===== src/rtl/acs_pkg.sv =====
// acs_pkg: shared constants, request codes and state type for the aging checkpoint selector
// no dependencies; used by acs_ram, acs_ctrl and aging_checkpoint_selector
package acs_pkg;

  localparam int NUM_ENTRIES_DEF = 16;
  localparam int AGE_WIDTH_DEF   = 16;

  localparam int REQ_W      = 3;
  localparam int IDX_PORT_W = 4;
  localparam int LAT_W      = 16;
  localparam int CFG_W      = 8;

  localparam logic [CFG_W-1:0] CFG_LATENCY_RESET = 8'd4;

  typedef enum logic [REQ_W-1:0] {
    REQ_TICK    = 3'd0,
    REQ_OPEN    = 3'd1,
    REQ_MODIFY  = 3'd2,
    REQ_OUTCOME = 3'd3,
    REQ_SET_LAT = 3'd4,
    REQ_CLOSE   = 3'd5
  } req_t;

  typedef enum logic [1:0] {
    ST_IDLE,
    ST_SCAN,
    ST_OUTCOME
  } state_t;

endpackage


===== src/rtl/acs_ram.sv =====
// acs_ram: generic single-write, single-read synchronous ram with registered read data
// depends on acs_pkg for default sizes
module acs_ram #(
  parameter int WIDTH = 2 * acs_pkg::AGE_WIDTH_DEF,
  parameter int DEPTH = acs_pkg::NUM_ENTRIES_DEF
) (
  input  logic                     clk,
  input  logic                     we,
  input  logic [$clog2(DEPTH)-1:0] waddr,
  input  logic [WIDTH-1:0]         wdata,
  input  logic [$clog2(DEPTH)-1:0] raddr,
  output logic [WIDTH-1:0]         rdata
);

  logic [WIDTH-1:0] mem_r [DEPTH];
  logic [WIDTH-1:0] rdata_r;

  always_ff @(posedge clk) begin
    if (we) begin
      mem_r[waddr] <= wdata;
    end
    rdata_r <= mem_r[raddr];
  end

  assign rdata = rdata_r;

endmodule


===== src/rtl/acs_ctrl.sv =====
// acs_ctrl: request sequencer, entry flag table and tick scan over the age/bias ram
// depends on acs_pkg; drives one acs_ram holding {age, bias} per entry
module acs_ctrl #(
  parameter int NUM_ENTRIES = acs_pkg::NUM_ENTRIES_DEF,
  parameter int AGE_WIDTH   = acs_pkg::AGE_WIDTH_DEF
) (
  input  logic                                clk,
  input  logic                                rst_n,
  input  logic                                start,
  output logic                                busy,
  input  logic [acs_pkg::REQ_W-1:0]           in_req_type,
  input  logic [acs_pkg::IDX_PORT_W-1:0]      in_entry_index,
  input  logic signed [acs_pkg::LAT_W-1:0]    in_latency_value,
  input  logic                                in_flag,
  input  logic [acs_pkg::CFG_W-1:0]           global_latency,
  output logic                                ram_we,
  output logic [$clog2(NUM_ENTRIES)-1:0]      ram_waddr,
  output logic [2*AGE_WIDTH-1:0]              ram_wdata,
  output logic [$clog2(NUM_ENTRIES)-1:0]      ram_raddr,
  input  logic [2*AGE_WIDTH-1:0]              ram_rdata,
  output logic                                out_valid,
  output logic                                out_chosen_valid,
  output logic [acs_pkg::IDX_PORT_W-1:0]      out_chosen_index
);

  localparam int IDX_W   = $clog2(NUM_ENTRIES);
  localparam int CNT_W   = IDX_W + 1;
  localparam int BEST_W  = AGE_WIDTH + 2;
  localparam int CLAMP_W = 34;
  localparam int DATA_W  = 2 * AGE_WIDTH;
  localparam logic signed [AGE_WIDTH-1:0] AGE_MAX = {1'b0, {(AGE_WIDTH-1){1'b1}}};

  acs_pkg::state_t state_r, state_nxt;

  logic [CNT_W-1:0]           cnt_r, cnt_nxt;
  logic signed [BEST_W-1:0]   best_r, best_nxt;
  logic                       found_r, found_nxt;
  logic [IDX_W-1:0]           pick_r, pick_nxt;
  logic [IDX_W-1:0]           req_idx_r, req_idx_nxt;
  logic [NUM_ENTRIES-1:0]     valid_r, valid_nxt;
  logic [NUM_ENTRIES-1:0]     scratch_r, scratch_nxt;
  logic [NUM_ENTRIES-1:0]     dirty_r, dirty_nxt;
  logic                       out_valid_r, out_valid_nxt;
  logic                       out_chv_r, out_chv_nxt;
  logic [acs_pkg::IDX_PORT_W-1:0] out_idx_r, out_idx_nxt;

  logic                       in_range;
  logic [IDX_W-1:0]           in_idx;
  logic                       live;
  logic signed [CLAMP_W-1:0]  lat_ext;
  logic signed [CLAMP_W-1:0]  lat_max;
  logic signed [CLAMP_W-1:0]  lat_min;
  logic signed [CLAMP_W-1:0]  lat_clamped;
  logic signed [AGE_WIDTH-1:0] lat_age;
  logic [IDX_W-1:0]           d_idx;
  logic signed [AGE_WIDTH-1:0] rd_age;
  logic [AGE_WIDTH-1:0]       rd_bias;
  logic signed [AGE_WIDTH-1:0] age_inc;
  logic signed [BEST_W-1:0]   age_ext;
  logic signed [BEST_W-1:0]   best_init;
  logic                       qual;
  logic                       wins;
  logic                       scan_last;

  // request decode
  assign in_range = int'(in_entry_index) < NUM_ENTRIES;
  assign in_idx   = IDX_W'(in_entry_index);
  assign live     = in_range && valid_r[in_idx];

  // latency clamp to the signed age range
  assign lat_ext     = CLAMP_W'(in_latency_value);
  assign lat_max     = CLAMP_W'(AGE_MAX);
  assign lat_min     = ~lat_max;
  assign lat_clamped = (lat_ext > lat_max) ? lat_max :
                       (lat_ext < lat_min) ? lat_min : lat_ext;
  assign lat_age     = AGE_WIDTH'(lat_clamped);

  // scan data stage: ram data belongs to entry cnt_r - 1
  assign d_idx     = IDX_W'(cnt_r - CNT_W'(1));
  assign rd_age    = ram_rdata[DATA_W-1:AGE_WIDTH];
  assign rd_bias   = ram_rdata[AGE_WIDTH-1:0];
  assign age_inc   = (rd_age == AGE_MAX) ? rd_age : rd_age + AGE_WIDTH'(1);
  assign age_ext   = BEST_W'(rd_age);
  assign best_init = BEST_W'(global_latency) - BEST_W'(1);
  assign qual      = (cnt_r != '0) && valid_r[d_idx] && !scratch_r[d_idx] && dirty_r[d_idx];
  assign wins      = qual && (age_ext > best_r);
  assign scan_last = (cnt_r == CNT_W'(NUM_ENTRIES));

  // next state
  always_comb begin
    state_nxt = state_r;
    case (state_r)
      acs_pkg::ST_IDLE: begin
        if (start) begin
          case (in_req_type)
            acs_pkg::REQ_TICK: begin
              state_nxt = acs_pkg::ST_SCAN;
            end
            acs_pkg::REQ_OUTCOME: begin
              if (live && in_flag) begin
                state_nxt = acs_pkg::ST_OUTCOME;
              end
            end
            default: begin
              state_nxt = acs_pkg::ST_IDLE;
            end
          endcase
        end
      end
      acs_pkg::ST_SCAN: begin
        if (scan_last) begin
          state_nxt = acs_pkg::ST_IDLE;
        end
      end
      acs_pkg::ST_OUTCOME: begin
        state_nxt = acs_pkg::ST_IDLE;
      end
      default: begin
        state_nxt = acs_pkg::ST_IDLE;
      end
    endcase
  end

  // datapath and outputs
  always_comb begin
    cnt_nxt       = cnt_r;
    best_nxt      = best_r;
    found_nxt     = found_r;
    pick_nxt      = pick_r;
    req_idx_nxt   = req_idx_r;
    valid_nxt     = valid_r;
    scratch_nxt   = scratch_r;
    dirty_nxt     = dirty_r;
    out_valid_nxt = 1'b0;
    out_chv_nxt   = 1'b0;
    out_idx_nxt   = '0;
    ram_we        = 1'b0;
    ram_waddr     = in_idx;
    ram_wdata     = '0;
    ram_raddr     = in_idx;
    case (state_r)
      acs_pkg::ST_IDLE: begin
        if (start) begin
          req_idx_nxt = in_idx;
          case (in_req_type)
            acs_pkg::REQ_TICK: begin
              cnt_nxt   = '0;
              best_nxt  = best_init;
              found_nxt = 1'b0;
              pick_nxt  = '0;
            end
            acs_pkg::REQ_OPEN: begin
              if (in_range) begin
                valid_nxt[in_idx]   = 1'b1;
                scratch_nxt[in_idx] = in_flag;
                dirty_nxt[in_idx]   = 1'b0;
                ram_we              = 1'b1;
              end
              out_valid_nxt = 1'b1;
            end
            acs_pkg::REQ_MODIFY: begin
              if (live) begin
                dirty_nxt[in_idx] = 1'b1;
              end
              out_valid_nxt = 1'b1;
            end
            acs_pkg::REQ_OUTCOME: begin
              out_valid_nxt = !(live && in_flag);
            end
            acs_pkg::REQ_SET_LAT: begin
              if (live) begin
                ram_we    = 1'b1;
                ram_wdata = {lat_age, lat_age};
              end
              out_valid_nxt = 1'b1;
            end
            acs_pkg::REQ_CLOSE: begin
              if (live) begin
                valid_nxt[in_idx] = 1'b0;
              end
              out_valid_nxt = 1'b1;
            end
            default: begin
              out_valid_nxt = 1'b1;
            end
          endcase
        end
      end
      acs_pkg::ST_SCAN: begin
        ram_raddr = cnt_r[IDX_W-1:0];
        cnt_nxt   = cnt_r + CNT_W'(1);
        if (qual) begin
          ram_we    = 1'b1;
          ram_waddr = d_idx;
          ram_wdata = {age_inc, rd_bias};
        end
        if (wins) begin
          best_nxt  = age_ext;
          found_nxt = 1'b1;
          pick_nxt  = d_idx;
        end
        if (scan_last) begin
          out_valid_nxt = 1'b1;
          out_chv_nxt   = found_nxt;
          out_idx_nxt   = found_nxt ? acs_pkg::IDX_PORT_W'(pick_nxt) : '0;
        end
      end
      acs_pkg::ST_OUTCOME: begin
        ram_we               = 1'b1;
        ram_waddr            = req_idx_r;
        ram_wdata            = {rd_bias, rd_bias};
        dirty_nxt[req_idx_r] = 1'b0;
        out_valid_nxt        = 1'b1;
      end
      default: begin
        out_valid_nxt = 1'b0;
      end
    endcase
  end

  always_ff @(posedge clk) begin
    if (!rst_n) begin
      state_r     <= acs_pkg::ST_IDLE;
      cnt_r       <= '0;
      found_r     <= 1'b0;
      valid_r     <= '0;
      scratch_r   <= '0;
      dirty_r     <= '0;
      out_valid_r <= 1'b0;
      out_chv_r   <= 1'b0;
    end else begin
      state_r     <= state_nxt;
      cnt_r       <= cnt_nxt;
      found_r     <= found_nxt;
      valid_r     <= valid_nxt;
      scratch_r   <= scratch_nxt;
      dirty_r     <= dirty_nxt;
      out_valid_r <= out_valid_nxt;
      out_chv_r   <= out_chv_nxt;
    end
  end

  always_ff @(posedge clk) begin
    best_r    <= best_nxt;
    pick_r    <= pick_nxt;
    req_idx_r <= req_idx_nxt;
    out_idx_r <= out_idx_nxt;
  end

  assign busy             = (state_r != acs_pkg::ST_IDLE);
  assign out_valid        = out_valid_r;
  assign out_chosen_valid = out_chv_r;
  assign out_chosen_index = out_idx_r;

endmodule


===== src/rtl/aging_checkpoint_selector.sv =====
// aging_checkpoint_selector: latency register, sequencer and age/bias ram
// open, modify, latency and close beats answer from idle; a flagged outcome on a live entry uses ST_OUTCOME,
// and a tick scans one entry a cycle through the separate read and write ports of the ram
// busy is low again in the same cycle as the result beat of an outcome or a tick
// reset: synchronous active-low rst_n clears the flag table and sets global latency to 4
// results are one-cycle strobes on out_valid; the receiver cannot stall
module aging_checkpoint_selector #(
  parameter int NUM_ENTRIES = acs_pkg::NUM_ENTRIES_DEF,
  parameter int AGE_WIDTH   = acs_pkg::AGE_WIDTH_DEF
) (
  input  logic                             clk,
  input  logic                             rst_n,
  input  logic                             start,
  output logic                             busy,
  input  logic [acs_pkg::REQ_W-1:0]        in_req_type,
  input  logic [acs_pkg::IDX_PORT_W-1:0]   in_entry_index,
  input  logic signed [acs_pkg::LAT_W-1:0] in_latency_value,
  input  logic                             in_flag,
  input  logic                             cfg_we,
  input  logic [acs_pkg::CFG_W-1:0]        cfg_wdata,
  output logic                             out_valid,
  output logic                             out_chosen_valid,
  output logic [acs_pkg::IDX_PORT_W-1:0]   out_chosen_index
);

  localparam int IDX_W  = $clog2(NUM_ENTRIES);
  localparam int DATA_W = 2 * AGE_WIDTH;

  logic [acs_pkg::CFG_W-1:0] global_latency_r;
  logic                      ram_we;
  logic [IDX_W-1:0]          ram_waddr;
  logic [DATA_W-1:0]         ram_wdata;
  logic [IDX_W-1:0]          ram_raddr;
  logic [DATA_W-1:0]         ram_rdata;

  always_ff @(posedge clk) begin
    if (!rst_n) begin
      global_latency_r <= acs_pkg::CFG_LATENCY_RESET;
    end else if (cfg_we) begin
      global_latency_r <= cfg_wdata;
    end
  end

  acs_ctrl #(
    .NUM_ENTRIES (NUM_ENTRIES),
    .AGE_WIDTH   (AGE_WIDTH)
  ) u_ctrl (
    .clk              (clk),
    .rst_n            (rst_n),
    .start            (start),
    .busy             (busy),
    .in_req_type      (in_req_type),
    .in_entry_index   (in_entry_index),
    .in_latency_value (in_latency_value),
    .in_flag          (in_flag),
    .global_latency   (global_latency_r),
    .ram_we           (ram_we),
    .ram_waddr        (ram_waddr),
    .ram_wdata        (ram_wdata),
    .ram_raddr        (ram_raddr),
    .ram_rdata        (ram_rdata),
    .out_valid        (out_valid),
    .out_chosen_valid (out_chosen_valid),
    .out_chosen_index (out_chosen_index)
  );

  acs_ram #(
    .WIDTH (DATA_W),
    .DEPTH (NUM_ENTRIES)
  ) u_ram (
    .clk   (clk),
    .we    (ram_we),
    .waddr (ram_waddr),
    .wdata (ram_wdata),
    .raddr (ram_raddr),
    .rdata (ram_rdata)
  );

`ifndef SYNTHESIS
  // no result beat while a tick or outcome is in flight
  a_busy_quiet: assert property (@(posedge clk) disable iff (!rst_n)
    busy |-> !out_valid)
    else $error("result beat while busy");

  // every accepted beat either answers next cycle or goes busy
  a_accept_progress: assert property (@(posedge clk) disable iff (!rst_n)
    (start && !busy) |=> (out_valid || busy))
    else $error("accepted beat neither answered nor in flight");

  // leaving busy always delivers the result
  a_done_result: assert property (@(posedge clk) disable iff (!rst_n)
    $fell(busy) |-> out_valid)
    else $error("busy dropped without result beat");

  // no selection means index zero
  a_idx_zero: assert property (@(posedge clk) disable iff (!rst_n)
    (out_valid && !out_chosen_valid) |-> (out_chosen_index == '0))
    else $error("nonzero index without selection");
`endif

endmodule


===== config.mk =====
export PLATFORM = sky130hd
export DESIGN_NAME = aging_checkpoint_selector
export DESIGN_NICKNAME = d
export VERILOG_FILES = /design/src/rtl/acs_pkg.sv /design/src/rtl/acs_ram.sv /design/src/rtl/acs_ctrl.sv /design/src/rtl/aging_checkpoint_selector.sv
export SDC_FILE = /design/constraint.sdc
export NUM_CORES = 1
export LEC_CHECK = 0
export ABC_AREA = 1
export BUFFER_PORTS_ARGS = -buffer_cell sky130_fd_sc_hd__buf_4
export CAP_MARGIN = 20
export CORE_MARGIN = 5
export CORE_UTILIZATION = 35
export CTS_CLUSTER_SIZE = 14
export DETAILED_ROUTE_END_ITERATION = 10
export SLEW_MARGIN = 20
export SYNTH_ARGS = -nofsm -noshare
export SYNTH_HDL_FRONTEND = slang
export SYNTH_SLANG_ARGS = --single-unit

===== constraint.sdc =====
create_clock -name clk -period 4.8 [get_ports clk]
set_clock_uncertainty 0.1 [all_clocks]
set_input_delay 0.24 -clock clk [delete_from_list [all_inputs] [get_ports clk]]
set_output_delay 0.24 -clock clk [all_outputs]
set_load 0.01 [all_outputs]

Word level (Yosys, flattened, before mapping)

Memory sizes are Yosys's and may differ from the RTL's. A register that Yosys moved wholly into a read port is not among the register bits.
Cells that the tools add are included.

Add/subtract/negate cells: 4
Order comparisons: 8
Equality and inequality tests: 17
Multiplexer cells: 62
Bitwise logic cells: 7
Reduce and logical (&&, ||, !) cells: 25

Operators with widths:

| kind                                                                  | count |
|---|---|
| 32-bit 2-to-1 mux                                                     | 4 |
| 16-bit 2-to-1 mux                                                     | 6 |
| 16-bit case mux with 2 select lines                                   | 3 |
| 32-bit case mux with 3 select lines                                   | 1 |
| 18-bit 2-to-1 mux                                                     | 3 |
| 16-bit bitwise AND                                                    | 3 |
| 18-bit case mux with 2 select lines                                   | 1 |
| 16-bit NOT                                                            | 2 |
| 16-bit bitwise OR                                                     | 2 |
| 4-bit 2-to-1 mux                                                      | 5 |
| 16-bit by 18-bit greater-than comparator with 1-bit output            | 1 |
| 1-bit 2-to-1 mux                                                      | 17 |
| 16-bit by 2-bit adder with 16-bit output (second input constant)      | 1 |
| 1-bit binary-select mux with 4-bit select                             | 4 |
| 16-bit bitwise mux                                                    | 1 |
| 16-bit equality test (second input constant)                          | 1 |
| 16-bit greater-than comparator (second input constant)                | 1 |
| 16-bit < comparator (second input constant)                           | 1 |
| 4-bit case mux with 2 select lines                                    | 2 |
| 4-bit by 5-bit < comparator with 1-bit output (second input constant) | 3 |
| 3-bit AND reduction                                                   | 5 |
| 4-bit AND reduction                                                   | 3 |
| 5-bit 2-to-1 mux                                                      | 2 |
| 5-bit case mux with 2 select lines                                    | 1 |
| other kinds (26)                                                      | 50 |

Bits in registers: 96
Bits in writable memories: 512
Output and inout port bits: 7
Memories: 1

Memory list:

| memory      | words | width | rd ports | clocked after memory_dff | wr ports | line          | text |
|---|---|---|---|---|---|---|---|
| u_ram.mem_r | 16    | 32    | 1        | 1                        | 1        | acs_ram.sv:15 | `logic [WIDTH-1:0] mem_r [DEPTH];` |

Longest topological paths before layout

Word-level depth: 10
Depth in mapped cells: 22

By module

Synthesis repeated with hierarchy kept, for this count alone.

Cell total of the unflattened synthesis: 3269
Area, all modules: 29908.7 um2

Modules (own cells, without submodules):

| module                    | instances | cells each | area each (um2) | sequential area each (um2) |
|---|---|---|---|---|
| acs_ram                   | 1         | 2122       | 22731.8         | 16015.4 |
| acs_ctrl                  | 1         | 1097       | 6836.6          | 1961.9 |
| aging_checkpoint_selector | 1         | 50         | 340.3           | 160.2 |

Worst setup path before layout

OpenSTA, ideal clock, no wires.

Kind: register to register
From: reg u_ctrl.cnt_r[0]
To: mem u_ram.mem_r[12][0] (netlist name) (enable)
Library setup time: 421 ps
Arrival time: 3568 ps
Path slack: 711 ps
Cell stages (with the launch flop): 20
Path buffers: 4
Period minus slack after synthesis: 4089 ps
Path through: dfxtp_1 buf_6 inv_8 buf_6 ha_1 buf_6 inv_2 buf_4 nand3_1 nand3_1 nand2_1 o21ai_1 nand2_1 nand2_4 nand3_2 nand4_1 nand2_1 nor2_4 nand2_2 nor2_1

Cells in the longest elaborated chain, start to end: 10
Elaborated cells on any way between the ends: 18
Classes of those cells: 1 x add/sub; 12 x mux; 5 x reduce/logical

RTL lines:

| what                                                        | line            | text |
|---|---|---|
| start: declaration                                          | acs_ctrl.sv:35  | `logic [CNT_W-1:0] cnt_r, cnt_nxt;` |
| start signal: assignment                                    | acs_ctrl.sv:233 | `cnt_r <= cnt_nxt;` |
| 4-bit by 1-bit subtractor with 4-bit output                 | acs_ctrl.sv:79  | `assign d_idx = IDX_W'(cnt_r - CNT_W'(1));` |
| 1-bit binary-select mux with 4-bit select                   | acs_ctrl.sv:85  | `assign qual = (cnt_r != '0) && valid_r[d_idx] && !scratch_r[d_idx] && dirty_r[d_idx];` |
| 1-bit 2-to-1 mux (not written as such)                      | acs_ctrl.sv:85  |  |
| 1-bit logical AND / 1-bit zero test (equally long branches) | acs_ctrl.sv:85  |  |
| 1-bit logical AND (2 in a row)                              | acs_ctrl.sv:85  |  |
| 1-bit 2-to-1 mux                                            | acs_ctrl.sv:192 | `if (qual) begin` |
| 1-bit case mux with 3 select lines                          | acs_ctrl.sv:141 | `case (state_r)` |
| 1-bit 2-to-1 mux                                            | acs_ram.sv:19   | `if (we) begin` |
| 1-bit 2-to-1 mux (not written as such)                      | acs_ram.sv:20   | `mem_r[waddr] <= wdata;` |
| end: declaration                                            | acs_ram.sv:15   |  |

Parallel ways exist; a longest one is shown, timed or not. The select of a mux whose other input is x is not followed.

Worst setup path in the final report

From: reg u_ctrl.cnt_r[0]
To: mem u_ram.mem_r[15][21] (netlist name) (enable)

Same word-level chain as after synthesis.

==> summary.md <==
| Metric | Value |
|---|---|
| Status | `complete, no violations` |
| Yosys top cell area share | `57.2%` |
| Critical-path cell list | `inv_8, ha_1, inv_2, nand3_1, nand2_1, nor2_1, nand2_1, nand2_1, nand2_1, nand2_4, nand2_4, nand2_2, nand3_2, a21oi_1, nand2_1, nor2_4, buf_4` |
| Router iterations before antenna repair | `6` |
| Slew at the pin closest to its max-slew limit | `roughly 1100 ps` |
| CP arrival | `around 4500 ps` |
| Static Leakage | `12.4 nW` |
| CP delay by family, top | `simple AND/OR/NAND/NOR gates` |
| R2R Path Start | `u_ctrl.cnt_r[0]$_SDFFE_PN0P_` |
| Later-pin clock latency in the skew report | `620 ps` |
| Yosys top cell by area | `edfxtp_1` |
| Max-Cap Viols | `0` |
| Setup crit end | `u_ram.mem_r[15][21]$_DFFE_PP_` |
| Critical Path RT | `5030 ps` |
| Setup TNS | `0 ps` |
| CTS tree | `built` |
| Synth Instances | `between 2000 and 3000` |
| Layout fillers | `7735` |
| Core area | `0.0802 sq mm` |
| Vias after detailed routing | `19800` |
| Util after Layout | `40.7%` |
| Routed WL per cell | `19.1 microns` |
| EDFF count, synth | `536` |
| Buffers on Ports | `42` |
| Ant diodes | `0` |
| Hold WC Path Type | `input port to register` |
| Row cnt | `104` |
| Total CTS buffers | `70` |
| Bufs and invs on worst path | `3` |
| Postcts setup bufs | `0` |
| Via/cell ratio | `5.03` |
| CTS resizes | `0` |
| Initial drt markers | `1925` |
| RSZ-0062 raised after global routing | `false` |
| Initial core utilization | `between 30% and 40%` |
| Final Hold Violating Endpoints | `0` |
| Root Buffer | `clkbuf_16` |
| Worst reg2reg path depth | `17` |
| Stages on worst setup path | `17` |
| Global-route wire length before repair | `115 mm` |
| Period Utilization, post-route | `between 80% and 90%` |
| Share of cells above drive strength 1 | `9.36%` |
| Ranking of synthesized cells by area | `edfxtp_1, dfxtp_1, nand2_1` |
| Internal reg-to-reg setup slack | `between 500 and 600 ps` |
| Ys async rst share | `0%` |
| Antenna Nets Post-Route | `0` |
| Num ports | `43` |
| Gpl congestion | `a little under 0.9` |
| CP peak stage delay | `690 ps` |
| Top-count cell post-synth | `edfxtp_1` |
| Mapped Nets | `2824` |
| Die Area | `0.0861 sq mm` |
| CP max-delay cell | `ha_1` |
| Final nets | `between 2000 and 3000` |
| DIE HEIGHT | `between 200 and 300 microns` |
| Vias in the first global route | `19200` |
| Post-route minimum period | `4230 ps` |
| Yosys cell types | `44` |
| CP startpoint | `u_ctrl.cnt_r[0]$_SDFFE_PN0P_` |
| Number of remaining DRC errors | `0` |
| Power density over the cells | `480 mW/mm^2` |
| Worst slew margin | `29.0%` |
| Flops & latches, synth | `around 640` |
| Top FF cell, synth | `edfxtp_1` |
| CTS HTree Levels | `3` |
| Max clock buf depth | `3` |
| Detailed placement HPWL | `~47 mm` |
| Fmax | `237 MHz` |
| Synthesis Warnings | `0` |
| CTS sink cnt | `638` |
| R2r endpoint | `u_ram.mem_r[15][21]$_DFFE_PP_` |
| P&R area growth vs syn | `16.1%` |
| Worst vdd ir | `slightly above 0.0003 V` |
| Synth Cell Area | `0.0281 sq mm` |
| Share of the yosys chip area belonging to registers | `64.5%` |
| CTS clk-pin slew, worst paths | `60 ps` |
| Commonest cells in the synthesized netlist | `edfxtp_1, nand2_1, inv_1` |
| CP dominant cell by count | `nand2_1` |
| Crit-path max FO | `25` |
| Worst Setup Path Type | `register to register` |
| Slew Viols, Final | `0` |
| Total congestion overflow | `0` |
| Setup Viol. Count Final | `0` |
| Die W | `293 microns` |
| Syn_area_per_cell | `10.2 sq um` |
| CP endpoint kind | `register` |
| GRT Resource Usage Total | `17.1%` |
| Initial antenna violation count | `0` |
| Total Wirelength | `75.0 mm` |
| Pin count of the biggest net entering global routing | `between 150 and 200` |
| Startpoint class of the critical path | `register` |
registers in the layout (all words and copies together), names as in the netlist, 2 cells and up, named ones only:
register                 cells
u_ctrl.scratch_r            16
u_ctrl.out_chosen_index      4
u_ram.rdata                 32
u_ctrl.cnt_r                 5
u_ram.mem_r                512
u_ctrl.pick_r                4
global_latency_r             8
u_ctrl.state_r               2
u_ctrl.req_idx_r             4
u_ctrl.best_r               16
routing by layer:
metal	wire length [microns]	share of wire, %	vias to the layer above	track usage, %
met2	35100	47	585	27.9
met1	33200	44	9494	23.3
met4	2070	2.8	0	5.02
met3	4650	6.2	124	3.59
li1	-	-	9607	-
met5	0	0	-	0
report_power, final:
part	switching, mW	internal, mW	leakage (nW)
logic	2.28	0.892	5.43
clock network	2.29	3.43	1.19
registers	0.214	6.56	5.79
tightest hold or removal path, cell delays in order:
cell and delay [ps]:
buf_4 120, nand2_1 70, inv_1 150
cell type report:
cell class / count / area (sq um) / area share (%)
sequential: 638 / 18100 / 55.6
inverter: 433 / 1630 / 5.00
timing repair buffer: 130 / 1210 / 3.70
clock inverter: 35 / 558 / 1.71
multi-input combinational: 1544 / 7870 / 24.1
clock buffer: 95 / 1910 / 5.84
tap: 1060 / 1330 / 4.06
stage by stage:
step	instances	hold WS [ps]	power (mW)	setup WS (ps)	cell area, sq um
2_1_floorplan	2763	239	8.91	711	28100
5_1_grt	3935	72.3	16.4	308	32600
3_5_place_dp	3777	354	10.0	561	29900
4_1_cts	3935	33.7	15.8	552	32600
6_report	3935	79.9	15.7	575	32600
3_3_place_gp	3777	340	10.0	608	29900
logic make-up (layout without fill, tap and decap cells):
logic type      Yosys count  after routing  synth area share (%)
fa+ha+maj                25             25                  1.11
flops                   638            638                  64.5
compound gates          658            658                  13.1
xor+xnor                  3              3                0.0934
buf+inv                 581            693                  8.11
simple gates            858            858                  13.1
placed cells by master, fill, tap and decap left out, drive strengths merged, types with 3 or more instances in the layout:
cell type / Yosys / layout
dfxtp: 102 / 102
nor2: 115 / 115
buf: 52 / 102
o221ai: 11 / 11
a22oi: 3 / 3
o211ai: 107 / 107
nand3: 250 / 250
edfxtp: 536 / 536
clkinv: 1 / 23
a21oi: 243 / 243
a31oi: 20 / 20
inv: 432 / 433
clkbuf: 96 / 95
nand2: 468 / 468
nor3: 16 / 16
o21ai: 264 / 264
ha: 25 / 25
dlygate4sd3: 0 / 28
xor2: 3 / 3
bufinv: 0 / 11
nand4: 5 / 5
repair_timing:
action,in CTS,in global routing
endpoints found under the hold margin,29,0
setup endpoints to repair,0,0
hold buffers,28,0
worst min-delay path by stage:
stage,slack [ps],cells after the start,to,from
finish,80,3,u_ctrl.req_idx_r[3]$_DFFE_PP_,start
CTS,30,3,u_ctrl.req_idx_r[3]$_DFFE_PP_,start
detailed placement,350,2,u_ctrl.scratch_r[15]$_SDFFE_PN0P_,u_ctrl.scratch_r[15]$_SDFFE_PN0P_
global route,70,3,u_ctrl.req_idx_r[3]$_DFFE_PP_,start
global placement,340,2,u_ctrl.scratch_r[15]$_SDFFE_PN0P_,u_ctrl.scratch_r[15]$_SDFFE_PN0P_
floorplan,240,0,u_ctrl.req_idx_r[0]$_DFFE_PP_,in_entry_index[0]
No activity file was read; power rests on OpenSTA's default activity.
